**src/rtl/core/dda_pkg.sv**
```systemverilog
// shared types and constants for the dda line rasterizer
package dda_pkg;

  localparam int SCREEN_WIDTH_DEF = 640;

  localparam int XW    = 10;
  localparam int YW    = 9;
  localparam int COLW  = 8;
  localparam int ADDRW = 19;

  localparam logic MODE_LOAD  = 1'b0;
  localparam logic MODE_PIXEL = 1'b1;

  typedef struct packed {
    logic [ADDRW-1:0] address;
    logic [XW-1:0]    x;
    logic [YW-1:0]    y;
    logic [COLW-1:0]  color;
    logic             last;
  } pixel_t;

  // status from the line walker to the top level
  typedef struct packed {
    logic busy;
    logic last_now;
  } walk_status_t;

endpackage

```
**src/rtl/core/dda_walk.sv**
```systemverilog
// line setup, step state and pixel computation for the dda rasterizer
module dda_walk #(
  parameter int SCREEN_WIDTH = dda_pkg::SCREEN_WIDTH_DEF
) (
  input  logic                       clk,
  input  logic                       rst,
  input  logic                       load,
  input  logic                       advance,
  input  logic [dda_pkg::XW-1:0]     x_a,
  input  logic [dda_pkg::YW-1:0]     y_a,
  input  logic [dda_pkg::XW-1:0]     x_b,
  input  logic [dda_pkg::YW-1:0]     y_b,
  input  logic [dda_pkg::COLW-1:0]   color,
  output dda_pkg::pixel_t            pix,
  output dda_pkg::walk_status_t      status
);
  import dda_pkg::*;

  localparam int ProdW = YW + $clog2(SCREEN_WIDTH + 1) + 1;
  localparam int SumW  = (ProdW > ADDRW) ? ProdW : ADDRW;

  logic            busy;
  logic            major_is_y;
  logic            minor_descends;
  logic [XW-1:0]   step_index;
  logic [XW-1:0]   major_length;
  logic [XW-1:0]   minor_length;
  logic [XW-1:0]   origin_x;
  logic [YW-1:0]   origin_y;
  logic [YW-1:0]   far_y;
  logic [XW-1:0]   minor_offset;
  logic [XW-1:0]   remainder_acc;
  logic [COLW-1:0] line_color;

  // load setup
  logic            swap_x, swap_y;
  logic [XW-1:0]   xmin, xmax, dx;
  logic [YW-1:0]   ymin, ymax, dy;
  logic            ld_major_is_y;
  logic [XW-1:0]   ld_major, ld_minor;

  // step
  logic            is_last;
  logic [XW-1:0]   px;
  logic [YW-1:0]   py;
  logic [YW-1:0]   up;
  logic [XW:0]     rem_sum;
  logic            rem_wrap;
  logic [XW-1:0]   remainder_acc_next;
  logic [XW-1:0]   minor_offset_next;
  logic [SumW-1:0] addr_full;

  always_comb begin
    swap_x        = x_a > x_b;
    swap_y        = y_a > y_b;
    xmin          = swap_x ? x_b : x_a;
    xmax          = swap_x ? x_a : x_b;
    ymin          = swap_y ? y_b : y_a;
    ymax          = swap_y ? y_a : y_b;
    dx            = xmax - xmin;
    dy            = ymax - ymin;
    ld_major_is_y = {1'b0, dy} > dx;
    ld_major      = ld_major_is_y ? {1'b0, dy} : dx;
    ld_minor      = ld_major_is_y ? dx : {1'b0, dy};
  end

  always_comb begin
    is_last = step_index == major_length;
    up      = minor_offset[YW-1:0] + YW'(remainder_acc != '0);
    if (major_is_y) begin
      px = origin_x + minor_offset;
      py = minor_descends ? far_y - step_index[YW-1:0] : origin_y + step_index[YW-1:0];
    end else begin
      px = origin_x + step_index;
      // descending minor uses the ceiling of the exact offset
      py = minor_descends ? far_y - up : origin_y + minor_offset[YW-1:0];
    end
    rem_sum  = {1'b0, remainder_acc} + {1'b0, minor_length};
    rem_wrap = rem_sum >= {1'b0, major_length};
    remainder_acc_next = rem_wrap ? XW'(rem_sum - {1'b0, major_length}) : rem_sum[XW-1:0];
    minor_offset_next  = rem_wrap ? minor_offset + 1'b1 : minor_offset;
    addr_full = SumW'(py) * SumW'(SCREEN_WIDTH) + SumW'(px);
  end

  assign pix.address     = addr_full[ADDRW-1:0];
  assign pix.x           = px;
  assign pix.y           = py;
  assign pix.color       = line_color;
  assign pix.last        = is_last;
  assign status.busy     = busy;
  assign status.last_now = is_last;

  always_ff @(posedge clk) begin
    if (rst) begin
      busy <= 1'b0;
    end else if (load) begin
      busy <= 1'b1;
    end else if (advance && busy && is_last) begin
      busy <= 1'b0;
    end
  end

  always_ff @(posedge clk) begin
    if (load) begin
      major_is_y     <= ld_major_is_y;
      minor_descends <= swap_x != swap_y;
      major_length   <= ld_major;
      minor_length   <= ld_minor;
      origin_x       <= xmin;
      origin_y       <= ymin;
      far_y          <= ymax;
      step_index     <= '0;
      minor_offset   <= '0;
      remainder_acc  <= '0;
      line_color     <= color;
    end else if (advance && busy && !is_last) begin
      remainder_acc <= remainder_acc_next;
      minor_offset  <= minor_offset_next;
      step_index    <= step_index + 1'b1;
    end
  end

endmodule

```
**src/rtl/core/dda_line_rasterizer.sv**
```systemverilog
// top level of the dda line rasterizer with output skid stage
//
//  channel  direction  handshake              payload
//  in       input      in_valid / in_stall    mode, x_a, y_a, x_b, y_b, color
//  out      output     out_valid / out_stall  pixel_address, pixel_x, pixel_y,
//                                             pixel_color, last
//
// one request per clock while in_stall is low; a pixel request is registered
// into out unless out is stalled. the line walker updates its step state as
// each request is taken, the pixel multiply-add ahead of the output register.
// a line of major length n yields n+1 pixels over n+1 pixel requests.
// reset clears busy and both output slots; no clearing pass.
// a two-entry output stage lets in keep flowing while out is stalled;
// in_stall is high only when both slots are full.
module dda_line_rasterizer #(
  parameter int SCREEN_WIDTH = dda_pkg::SCREEN_WIDTH_DEF
) (
  input  logic                       clk,
  input  logic                       rst,
  input  logic                       in_valid,
  output logic                       in_stall,
  input  logic                       mode,
  input  logic [dda_pkg::XW-1:0]     x_a,
  input  logic [dda_pkg::YW-1:0]     y_a,
  input  logic [dda_pkg::XW-1:0]     x_b,
  input  logic [dda_pkg::YW-1:0]     y_b,
  input  logic [dda_pkg::COLW-1:0]   color,
  output logic                       out_valid,
  input  logic                       out_stall,
  output logic [dda_pkg::ADDRW-1:0]  pixel_address,
  output logic [dda_pkg::XW-1:0]     pixel_x,
  output logic [dda_pkg::YW-1:0]     pixel_y,
  output logic [dda_pkg::COLW-1:0]   pixel_color,
  output logic                       last
);
  import dda_pkg::*;

  logic         in_fire;
  logic         load;
  logic         advance;
  logic         gen;
  logic         out_free;
  pixel_t       pix;
  walk_status_t status;
  pixel_t       out_pix;
  pixel_t       skid_pix;
  logic         skid_valid;

  assign in_stall = skid_valid;
  assign in_fire  = in_valid && !in_stall;
  assign load     = in_fire && (mode == MODE_LOAD);
  assign advance  = in_fire && (mode == MODE_PIXEL);
  assign gen      = advance && status.busy;
  assign out_free = !out_valid || !out_stall;

  dda_walk #(
    .SCREEN_WIDTH(SCREEN_WIDTH)
  ) u_walk (
    .clk    (clk),
    .rst    (rst),
    .load   (load),
    .advance(advance),
    .x_a    (x_a),
    .y_a    (y_a),
    .x_b    (x_b),
    .y_b    (y_b),
    .color  (color),
    .pix    (pix),
    .status (status)
  );

  always_ff @(posedge clk) begin
    if (rst) begin
      out_valid  <= 1'b0;
      skid_valid <= 1'b0;
    end else if (out_free) begin
      if (skid_valid) begin
        out_valid  <= 1'b1;
        skid_valid <= 1'b0;
      end else begin
        out_valid <= gen;
      end
    end else if (gen) begin
      skid_valid <= 1'b1;
    end
  end

  always_ff @(posedge clk) begin
    if (out_free) begin
      out_pix <= skid_valid ? skid_pix : pix;
    end
    if (!out_free && gen) begin
      skid_pix <= pix;
    end
  end

  assign pixel_address = out_pix.address;
  assign pixel_x       = out_pix.x;
  assign pixel_y       = out_pix.y;
  assign pixel_color   = out_pix.color;
  assign last          = out_pix.last;

`ifndef SYNTH
  a_skid_behind_out: assert property (@(posedge clk) disable iff (rst)
    skid_valid |-> out_valid)
    else $error("skid slot full while output slot empty");

  a_load_sets_busy: assert property (@(posedge clk) disable iff (rst)
    load |=> status.busy)
    else $error("line load did not start a walk");

  a_last_ends_walk: assert property (@(posedge clk) disable iff (rst)
    (gen && status.last_now) |=> !status.busy)
    else $error("walk still busy after final pixel");
`endif

endmodule
```
**config.mk**
```make
export PLATFORM = sky130hd
export DESIGN_NAME = dda_line_rasterizer
export DESIGN_NICKNAME = d
export VERILOG_FILES = /design/src/rtl/core/dda_pkg.sv /design/src/rtl/core/dda_walk.sv /design/src/rtl/core/dda_line_rasterizer.sv
export SDC_FILE = /design/constraint.sdc
export NUM_CORES = 1
export LEC_CHECK = 0
export BUFFER_PORTS_ARGS = -buffer_cell sky130_fd_sc_hd__buf_2
export CAP_MARGIN = 20
export CELL_PAD_IN_SITES_DETAIL_PLACEMENT = 0
export CELL_PAD_IN_SITES_GLOBAL_PLACEMENT = 1
export CORE_AREA = 2 2 189 191
export CTS_BUF_LIST = sky130_fd_sc_hd__clkbuf_16
export CTS_CLUSTER_SIZE = 30
export DETAILED_ROUTE_END_ITERATION = 8
export DIE_AREA = 0 0 191 193
export PLACE_DENSITY = 0.61
export SYNTH_ARGS = -nofsm -noshare
export SYNTH_HDL_FRONTEND = slang
export SYNTH_HIERARCHICAL = 1
export SYNTH_SLANG_ARGS = --single-unit
```
**constraint.sdc**
```tcl
create_clock -name clk -period 14.01 [get_ports clk]
set_input_delay 2.802 -clock clk [delete_from_list [all_inputs] [get_ports clk]]
set_output_delay 2.802 -clock clk [all_outputs]
set_load 0.005 [all_outputs]
```
==> results of run 1 <==
worst reg2reg max path: cells and delay by family (launching register included):
family / cells / cell delay, ns
xor+xnor: 2 / 0.38
simple gates: 4 / 1.19
buf+inv: 4 / 0.74
compound gates: 9 / 2.25
fa+ha+maj: 3 / 0.92
mux: 1 / 0.28
flops: 1 / 0.34
report_power, final:
part           internal (mW)  switching [mW]
sequential             0.707          0.0328
clock                  0.235           0.231
combinational          0.399           0.454
total                   1.34           0.718
state kept, by name (all words and copies together) (netlist names), 8 cells and up:
signal and count:
pixel_address 19, pixel_color 8, pixel_x 10, pixel_y 9, skid_pix 47, u_walk/far_y 9
u_walk/line_color 8, u_walk/major_length 10, u_walk/minor_length 10, u_walk/minor_offset 10, u_walk/origin_x 10, u_walk/origin_y 9
u_walk/remainder_acc 10, u_walk/step_index 10
per-layer routing:
metal,wire [um],track usage,up-vias
met5,0,0,-
met4,254,0.0367,0
met3,969,0.0232,15
met2,14800,0.298,156
met1,15000,0.233,4262
li1,-,-,4565
per-stage QoR:
step                hold slack, ns  cell area, um2  setup slack (ns)
global placement             0.434           13600              5.66
floorplan                    0.422           12700              5.09
detailed placement           0.440           13600              5.48
finish                       0.457           14200              5.95
CTS                          0.457           14200              5.94
global route                 0.469           14200              5.54
final cells by class:
type                       count  area [um2]  area share
multi-input combinational    862        6850       0.482
sequential                   185        5230       0.368
tap                          461         577      0.0406
timing repair buffer         109         571      0.0401
clock buffer                  17         425      0.0299
inverter                     113         424      0.0298
clock inverter                15         136     0.00960
worst paths after layout:
path                   startpoint                     end  slack, ns  cells after the start
max                        y_b[3]  u_walk/minor_length[4]       5.95                     22
min          u_walk/line_color[6]             skid_pix[7]       0.46                      0
min reg2reg  u_walk/line_color[6]             skid_pix[7]       0.46                      0
max reg2reg     u_walk/major_is_y       pixel_address[17]       7.68                     23
==> results_dict.tcl, run 1 <==
set metrics [dict create \
    drive_above_1_share 0.187 \
    status "finished, final reports clean" \
    antenna_found_initial 0 \
    clk_transition_reported_paths_ns 0.07 \
    port_buffers 99 \
    die-area_um2 36900 \
    fin_util 0.406 \
    mostFrequentLayoutCells "152 x edfxtp_1, 116 x ha_1, 113 x inv_1" \
    crit_arrival_ns 8.25 \
    htreeDepth 4 \
    critPathMaxFanout 29 \
    drt-total-wl_um 31000 \
    clk_latency_ns 0.45 \
    wire_per_inst_um 17.6 \
    finalPower_mw 2.06 \
    via_per_inst 5.11 \
    final.period_utilization 0.575 \
    final_common_cell "edfxtp_1" \
    grt_overflow_total 0 \
    required_ns 14.20 \
    grtUsageTotal 0.173 \
    rows 69 \
    die_y_um 193 \
    power.density_nw_per_um2 145 \
    fillers 3492 \
    final-hold-violation-count 0 \
    cpPeakStageDelay_ns 0.65 \
    clockBufferDepth 2 \
    slew_viol_final 0 \
    end_kind "flop" \
    rsz0062_at_grt "false" \
    die-width_um 191 \
    netlist_instances 1197 \
    cpLargestDelayFamily "compound AO/OA/AOI/OAI gates" \
    drc 0 \
    placedCellCount 1730 \
    leakage_nw 5.78 \
    fmax_mhz 124 \
    path_buf_inv 3 \
    worst_setup_path_start_kind "primary input" \
    syn2layout_area_growth_pct 11.8 \
    post_cts_buffers 0 \
    setup_viol 0 \
    cts_tree "done" \
    finClkSkew_ns 0.0180 \
    ctsRootBufferMaster "clkbuf_16" \
    gp_congestion 0.860 \
    max-cap-violations 0 \
    yosysWarningCount 6 \
    antenna_cells 0 \
    grt_max_degree 66 \
    synth.net_count 1374 \
    drtIter0Drc 401 \
    fp.coreArea_um2 35000 \
    nets 1465 \
    grt_pass1_wl_um 48700 \
    maxSlewHeadroom 0.435 \
    peakVddDrop_mv 0.0779 \
    worstPathCellList "buf_2 -> inv_1 -> ha_1 -> nand2_2 -> a211o_1 -> a211o_2 -> a21oi_2 -> buf_4 -> nand2_1 -> o22a_1 -> ha_1 -> o31ai_2 -> a31oi_2 -> a2111oi_2 -> nor4_2 -> ha_1 -> nand2_1 -> a211o_1 -> a21oi_1 -> nand2_1 -> mux2i_4 -> mux2_2" \
    numCtsBuffers 17 \
    hpwl_um 24500 \
    cts_sinks 185 \
    start_util 0.364 \
    syn_area_um2 12700 \
    drtPass1Iterations 5 \
    fin_setup_tns_ns 0 \
    tightest_slew_ns 0.848 \
    ioPinCount 100 \
    syn_area_per_cell_um2 10.6 \
    hold_buffers 0 \
    final_cells 1762 \
    fin_crit_ns 8.06 \
    critical_path_class "primary input to flop" \
    cp_slowest_cell "mux2i_4" \
    cts_resized 0 \
    ant_nets 0 \
    via_count 8998 \
    hp-class "flop to flop" \
    grt_pass1_vias 8829 \
]
No activity file was read; power rests on OpenSTA's default activity.
==> inputs of run 2 (changes only) <==
--- a/config.mk
+++ b/config.mk
@@ -14,7 +14,7 @@
 export CTS_CLUSTER_SIZE = 30
 export DETAILED_ROUTE_END_ITERATION = 8
 export DIE_AREA = 0 0 191 193
-export PLACE_DENSITY = 0.61
+export PLACE_DENSITY = 0.63
 export SYNTH_ARGS = -nofsm -noshare
 export SYNTH_HDL_FRONTEND = slang
 export SYNTH_HIERARCHICAL = 1
==> constraint.sdc (replaced) <==
create_clock -name clk -period 7.4 [get_ports clk]
set_input_delay 1.48 -clock clk [delete_from_list [all_inputs] [get_ports clk]]
set_output_delay 1.48 -clock clk [all_outputs]
set_load 0.005 [all_outputs]
==> results_dict.tcl, run 2 (same netlist as run 1, synthesis figures left out) <==
set metrics [dict create \
    status "finished, final reports clean" \
    fmax_mhz 158 \
    end_kind "flop" \
    power.density_nw_per_um2 274 \
    intPower_mw 2.56 \
    grtUsageTotal 0.176 \
    drtPass1Iterations 4 \
    regMostFlops "skid_pix" \
    clockBufferDepth 2 \
    hold_buffers 0 \
    worstHoldStart "u_walk/line_color[2]" \
    numCtsBuffers 17 \
    max-cap-violations 0 \
    largest_register_ffs 47 \
    rsz0062_at_grt "false" \
    rows 69 \
    antenna_found_initial 0 \
    final.period_utilization 0.856 \
    cp-startpoint "y_b[6]" \
    grt_pass1_vias 8791 \
    cts_resized 0 \
    rrSetupSlack_ns 1.18 \
    setup_viol 0 \
    grt_max_degree 50 \
    fillers 3395 \
    p_comb_frac 0.419 \
    via_count 9046 \
    drc 0 \
    finClkSkew_ns 0.0114 \
    clkPwrFrac 0.222 \
    grt_overflow_total 0 \
    ant_nets 0 \
    nets 1469 \
    p_seq_frac 0.359 \
    hpwl_um 25000 \
    drive_above_1_share 0.188 \
    critical_path_class "primary input to flop" \
    design_area_um2 14200 \
    critPathMaxFanout 15 \
    port_buffers 99 \
    leakage_nw 5.79 \
    fp.coreArea_um2 35000 \
    post_cts_buffers 0 \
    ctsRootBufferMaster "clkbuf_16" \
    syn2layout_area_growth_pct 12.0 \
    htreeDepth 4 \
    mostFrequentLayoutCells "152 x edfxtp_1, 116 x ha_1, 114 x inv_1" \
    peakVddDrop_mv 0.144 \
    drtIter0Drc 511 \
    finalPower_mw 3.90 \
    start_util 0.364 \
    tightest_slew_ns 0.982 \
    ioPinCount 100 \
    maxSlewHeadroom 0.328 \
    worst_setup_path_start_kind "primary input" \
    antenna_cells 0 \
    slew_viol_final 0 \
    die-area_um2 36900 \
    p_sw_frac 0.342 \
    crit_arrival_ns 6.52 \
    required_ns 7.59 \
    p_sw_mw 1.33 \
    drt-total-wl_um 31200 \
    cts_tree "done" \
    die_y_um 193 \
    dpl_cell_area_um2 13700 \
    via_per_inst 5.13 \
    fin_crit_ns 6.34 \
    fin_setup_tns_ns 0 \
    clk_transition_reported_paths_ns 0.07 \
    reg2reg_from "u_walk/minor_offset[0]" \
    wire_per_inst_um 17.7 \
    final-hold-violation-count 0 \
    grt_pass1_wl_um 49700 \
    gp_congestion 0.890 \
    die-width_um 191 \
    hp-class "flop to flop" \
    clk_latency_ns 0.43 \
    cts_sinks 185 \
    final_common_cell "edfxtp_1" \
]
-- run 2: metrics by stage --
stage                     setup slack, ns  std cells  hold slack (ns)  utilization
after floorplan                      1.18       1197            0.422            -
after global placement              0.680       1734            0.433        0.391
after detailed placement            0.643       1734            0.436        0.391
after CTS                            1.09       1765            0.453        0.407
after global routing                0.729       1765            0.466        0.407
final                                1.06       1765            0.451        0.407
-- run 2: power by group through the flow --
stage	clock (mW)	sequential [mW]	combinational (mW)
2_1_floorplan	0	1.41	1.24
3_3_place_gp	0	1.42	1.63
3_5_place_dp	0	1.42	1.63
4_1_cts	0.887	1.40	1.65
5_1_grt	0.926	1.41	1.84
6_report	0.864	1.40	1.63
-- run 2: final timing paths --
kind              cells past startpoint                     end
setup reg to reg                     18       pixel_address[17]
hold / removal                        0             skid_pix[3]
hold reg to reg                       0             skid_pix[3]
setup / recovery                     20  u_walk/major_length[1]
-- run 2: critical path: stages --
cell and delay (ns):
buf_2 0.10, inv_1 0.06, ha_1 0.48, nand2_1 0.18, nor4_4 0.56, a21o_4 0.26
nand2_1 0.09, o22a_1 0.18, ha_1 0.20, o31ai_2 0.35, a31oi_2 0.21, a2111oi_2 0.43
nor4_2 0.12, ha_1 0.31, nand2_1 0.07, a211o_1 0.23, a21oi_1 0.17, nand2_1 0.11
mux2i_4 0.51, mux2_2 0.41
-- run 2: cell type report --
class	instances	area, um2	area share
clock buffers	17	425	0.0299
multi-input cells	862	6860	0.482
well taps	461	577	0.0405
repair buffers	113	601	0.0422
flip-flops and latches	185	5230	0.367
inverters	113	424	0.0298
clock inverters	14	123	0.00861
-- run 2: routing by layer --
layer | share of wire | global-route usage
met1 | 0.48 | 0.242
met2 | 0.47 | 0.290
met3 | 0.037 | 0.0266
met4 | 0.014 | 0.0441
met5 | 0 | 0
==> inputs of run 3 (changes only) <==
--- a/config.mk
+++ b/config.mk
@@ -9,13 +9,12 @@
 export CAP_MARGIN = 20
 export CELL_PAD_IN_SITES_DETAIL_PLACEMENT = 0
 export CELL_PAD_IN_SITES_GLOBAL_PLACEMENT = 1
-export CORE_AREA = 2 2 189 191
+export CORE_AREA = 2 2 183 185
 export CTS_BUF_LIST = sky130_fd_sc_hd__clkbuf_16
 export CTS_CLUSTER_SIZE = 30
 export DETAILED_ROUTE_END_ITERATION = 8
-export DIE_AREA = 0 0 191 193
-export PLACE_DENSITY = 0.63
+export DIE_AREA = 0 0 185 187
+export PLACE_DENSITY = 0.64
 export SYNTH_ARGS = -nofsm -noshare
 export SYNTH_HDL_FRONTEND = slang
-export SYNTH_HIERARCHICAL = 1
 export SYNTH_SLANG_ARGS = --single-unit
==> results_dict.tcl, run 3 <==
set metrics [dict create \
    status "finished, final reports clean" \
    drtIter0Drc 450 \
    cts_tree "done" \
    maxSlewHeadroom 0.359 \
    fin_setup_tns_ns 0 \
    ctsRootBufferMaster "clkbuf_16" \
    leakage_nw 5.71 \
    required_ns 7.59 \
    power.density_nw_per_um2 281 \
    htreeDepth 4 \
    cts_resized 0 \
    fmax_mhz 164 \
    critPathMaxFanout 19 \
    peakVddDrop_mv 0.140 \
    syn2layout_area_growth_pct 13.3 \
    worst_setup_path_start_kind "primary input" \
    synth_edf_count 138 \
    synth_cell_types 74 \
    cp_slowest_cell "a2111oi_0" \
    grt_pass1_vias 8415 \
    die-area_um2 34600 \
    synth_flop_cell "edfxtp_1" \
    regMostFlops "skid_pix" \
    syn_area_um2 11900 \
    antenna_found_initial 0 \
    drc 0 \
    cts_sinks 171 \
    ys_ff_latch 171 \
    ant_nets 0 \
    multiInputGateArea_um2 6510 \
    finClkSkew_ns 0.0117 \
    critical_path_class "primary input to flop" \
    nets 1445 \
    yosysWarningCount 0 \
    gp_congestion 0.828 \
    yosys-top-cells-area "edfxtp_1 35%, ha_1 12%, dfxtp_1 5.6%, mux2_2 4.4%, nand2_1 3.9%" \
    clk_transition_reported_paths_ns 0.07 \
    end_kind "flop" \
    finalPower_mw 3.78 \
    slew_viol_final 0 \
    syn_area_per_cell_um2 10.2 \
    rsz0062_at_grt "false" \
    largest_register_ffs 40 \
    yosys.area.top_type "edfxtp_1" \
    die-width_um 185 \
    mostFrequentLayoutCells "138 x edfxtp_1, 124 x nand2_1, 116 x ha_1" \
    synth.net_count 1348 \
    drtPass1Iterations 5 \
    final_common_cell "edfxtp_1" \
    netlist_instances 1171 \
    fillers 3307 \
    setup_viol 0 \
    crit_arrival_ns 6.30 \
    synth.most_common_cell "edfxtp_1" \
    rows 67 \
    final.period_utilization 0.826 \
    hp-class "flop to flop" \
    clk_latency_ns 0.44 \
    yosysTopAreaCellShare 0.349 \
    start_util 0.362 \
    synthTopCellsByCount "138 x edfxtp_1, 125 x nand2_1, 116 x ha_1" \
    seq_area_frac_synth 0.404 \
    fin_crit_ns 6.11 \
    final-hold-violation-count 0 \
    tightest_slew_ns 0.962 \
    grt_pass1_wl_um 44600 \
    wire_per_inst_um 16.2 \
    port_buffers 99 \
    clockBufferDepth 2 \
    cpPeakStageDelay_ns 0.55 \
    async_reset_ff_frac 0 \
    via_per_inst 4.93 \
    worstPathCellList "buf_2 -> inv_1 -> ha_1 -> o211ai_1 -> nor2_1 -> o21ai_0 -> a2111oi_0 -> a21oi_1 -> ha_1 -> and2_1 -> o41ai_1 -> a21oi_1 -> o22a_1 -> xor2_1 -> ha_1 -> nand4_1 -> nor2_1 -> nand4_1 -> o21ai_0 -> a21boi_0 -> mux2_4 -> mux2_2" \
    fp.coreArea_um2 32900 \
    drt-total-wl_um 28000 \
    seqCellArea_um2 4800 \
    drive_above_1_share 0.169 \
    antenna_cells 0 \
    max-cap-violations 0 \
    via_count 8522 \
    hpwl_um 21900 \
    grtUsageTotal 0.166 \
    post_cts_buffers 0 \
    crit_top_cell "ha_1" \
    die_y_um 187 \
    numCtsBuffers 17 \
    grt_max_degree 67 \
    ioPinCount 100 \
    hold_buffers 0 \
    grt_overflow_total 0 \
]
==> run 3: logic make-up after synthesis <==
| logic type | synth area share |
|---|---|
| and+or+nand+nor | 0.127 |
| AOI/OAI and AO/OA | 0.125 |
| DFF | 0.404 |
| buffers and inverters | 0.0492 |
| adders and majority gates | 0.139 |
| xor gates and xnor gates | 0.0678 |
| muxes | 0.0880 |
| other | 0.000315 |
==> run 3: power breakdown <==
group	internal, mW	total (mW)	switching, mW
combinational	0.703	1.53	0.827
sequential	1.25	1.31	0.0610
clock	0.538	0.940	0.402
total	2.49	3.78	1.29
==> run 3: final timing paths <==
path / from / end / slack [ns] / depth (start not counted)
worst max register to register: u_walk.remainder_acc[3] / pixel_address[17] / 1.38 / 23
worst min-delay path: u_walk.line_color[4] / skid_pix[5] / 0.45 / 0
worst min register to register: u_walk.line_color[4] / skid_pix[5] / 0.45 / 0
worst max-delay path: y_b[6] / u_walk.major_length[1] / 1.29 / 22
==> run 3: worst max-delay path: cells and delay by family <==
kind | cells | cell delay (ns)
AO/OA/AOI/OAI | 9 | 2.10
adder cells (fa/ha/maj) | 3 | 0.98
multiplexers | 2 | 0.74
AND/OR/NAND/NOR | 5 | 0.58
XOR/XNOR | 1 | 0.25
buffers and inverters | 2 | 0.16
==> run 3: layout make-up <==
type | count | share of cell area
multi-input combinational | 861 | 0.483
sequential | 171 | 0.357
timing repair buffer | 111 | 0.0435
tap | 448 | 0.0416
clock buffer | 17 | 0.0316
inverter | 106 | 0.0295
clock inverter | 15 | 0.0137
==> run 3: per-stage QoR <==
stage / util / setup slack [ns] / hold WS [ns] / instance area [um2] / std cells
finish: 0.410 / 1.29 / 0.452 / 13500 / 1729
global route: 0.410 / 0.913 / 0.469 / 13500 / 1729
CTS: 0.410 / 1.29 / 0.452 / 13500 / 1729
detailed placement: 0.391 / 0.833 / 0.436 / 12900 / 1697
global placement: 0.391 / 0.939 / 0.434 / 12900 / 1697
floorplan: - / 1.06 / 0.422 / 11900 / 1171
==> run 3: per-layer routing <==
metal  up-vias  global-route usage  share of wire
li1       4402                   -              -
met1      3976               0.230           0.50
met2       130               0.275           0.47
met3        14              0.0234          0.024
met4         0              0.0330         0.0075
met5         -                   0              0
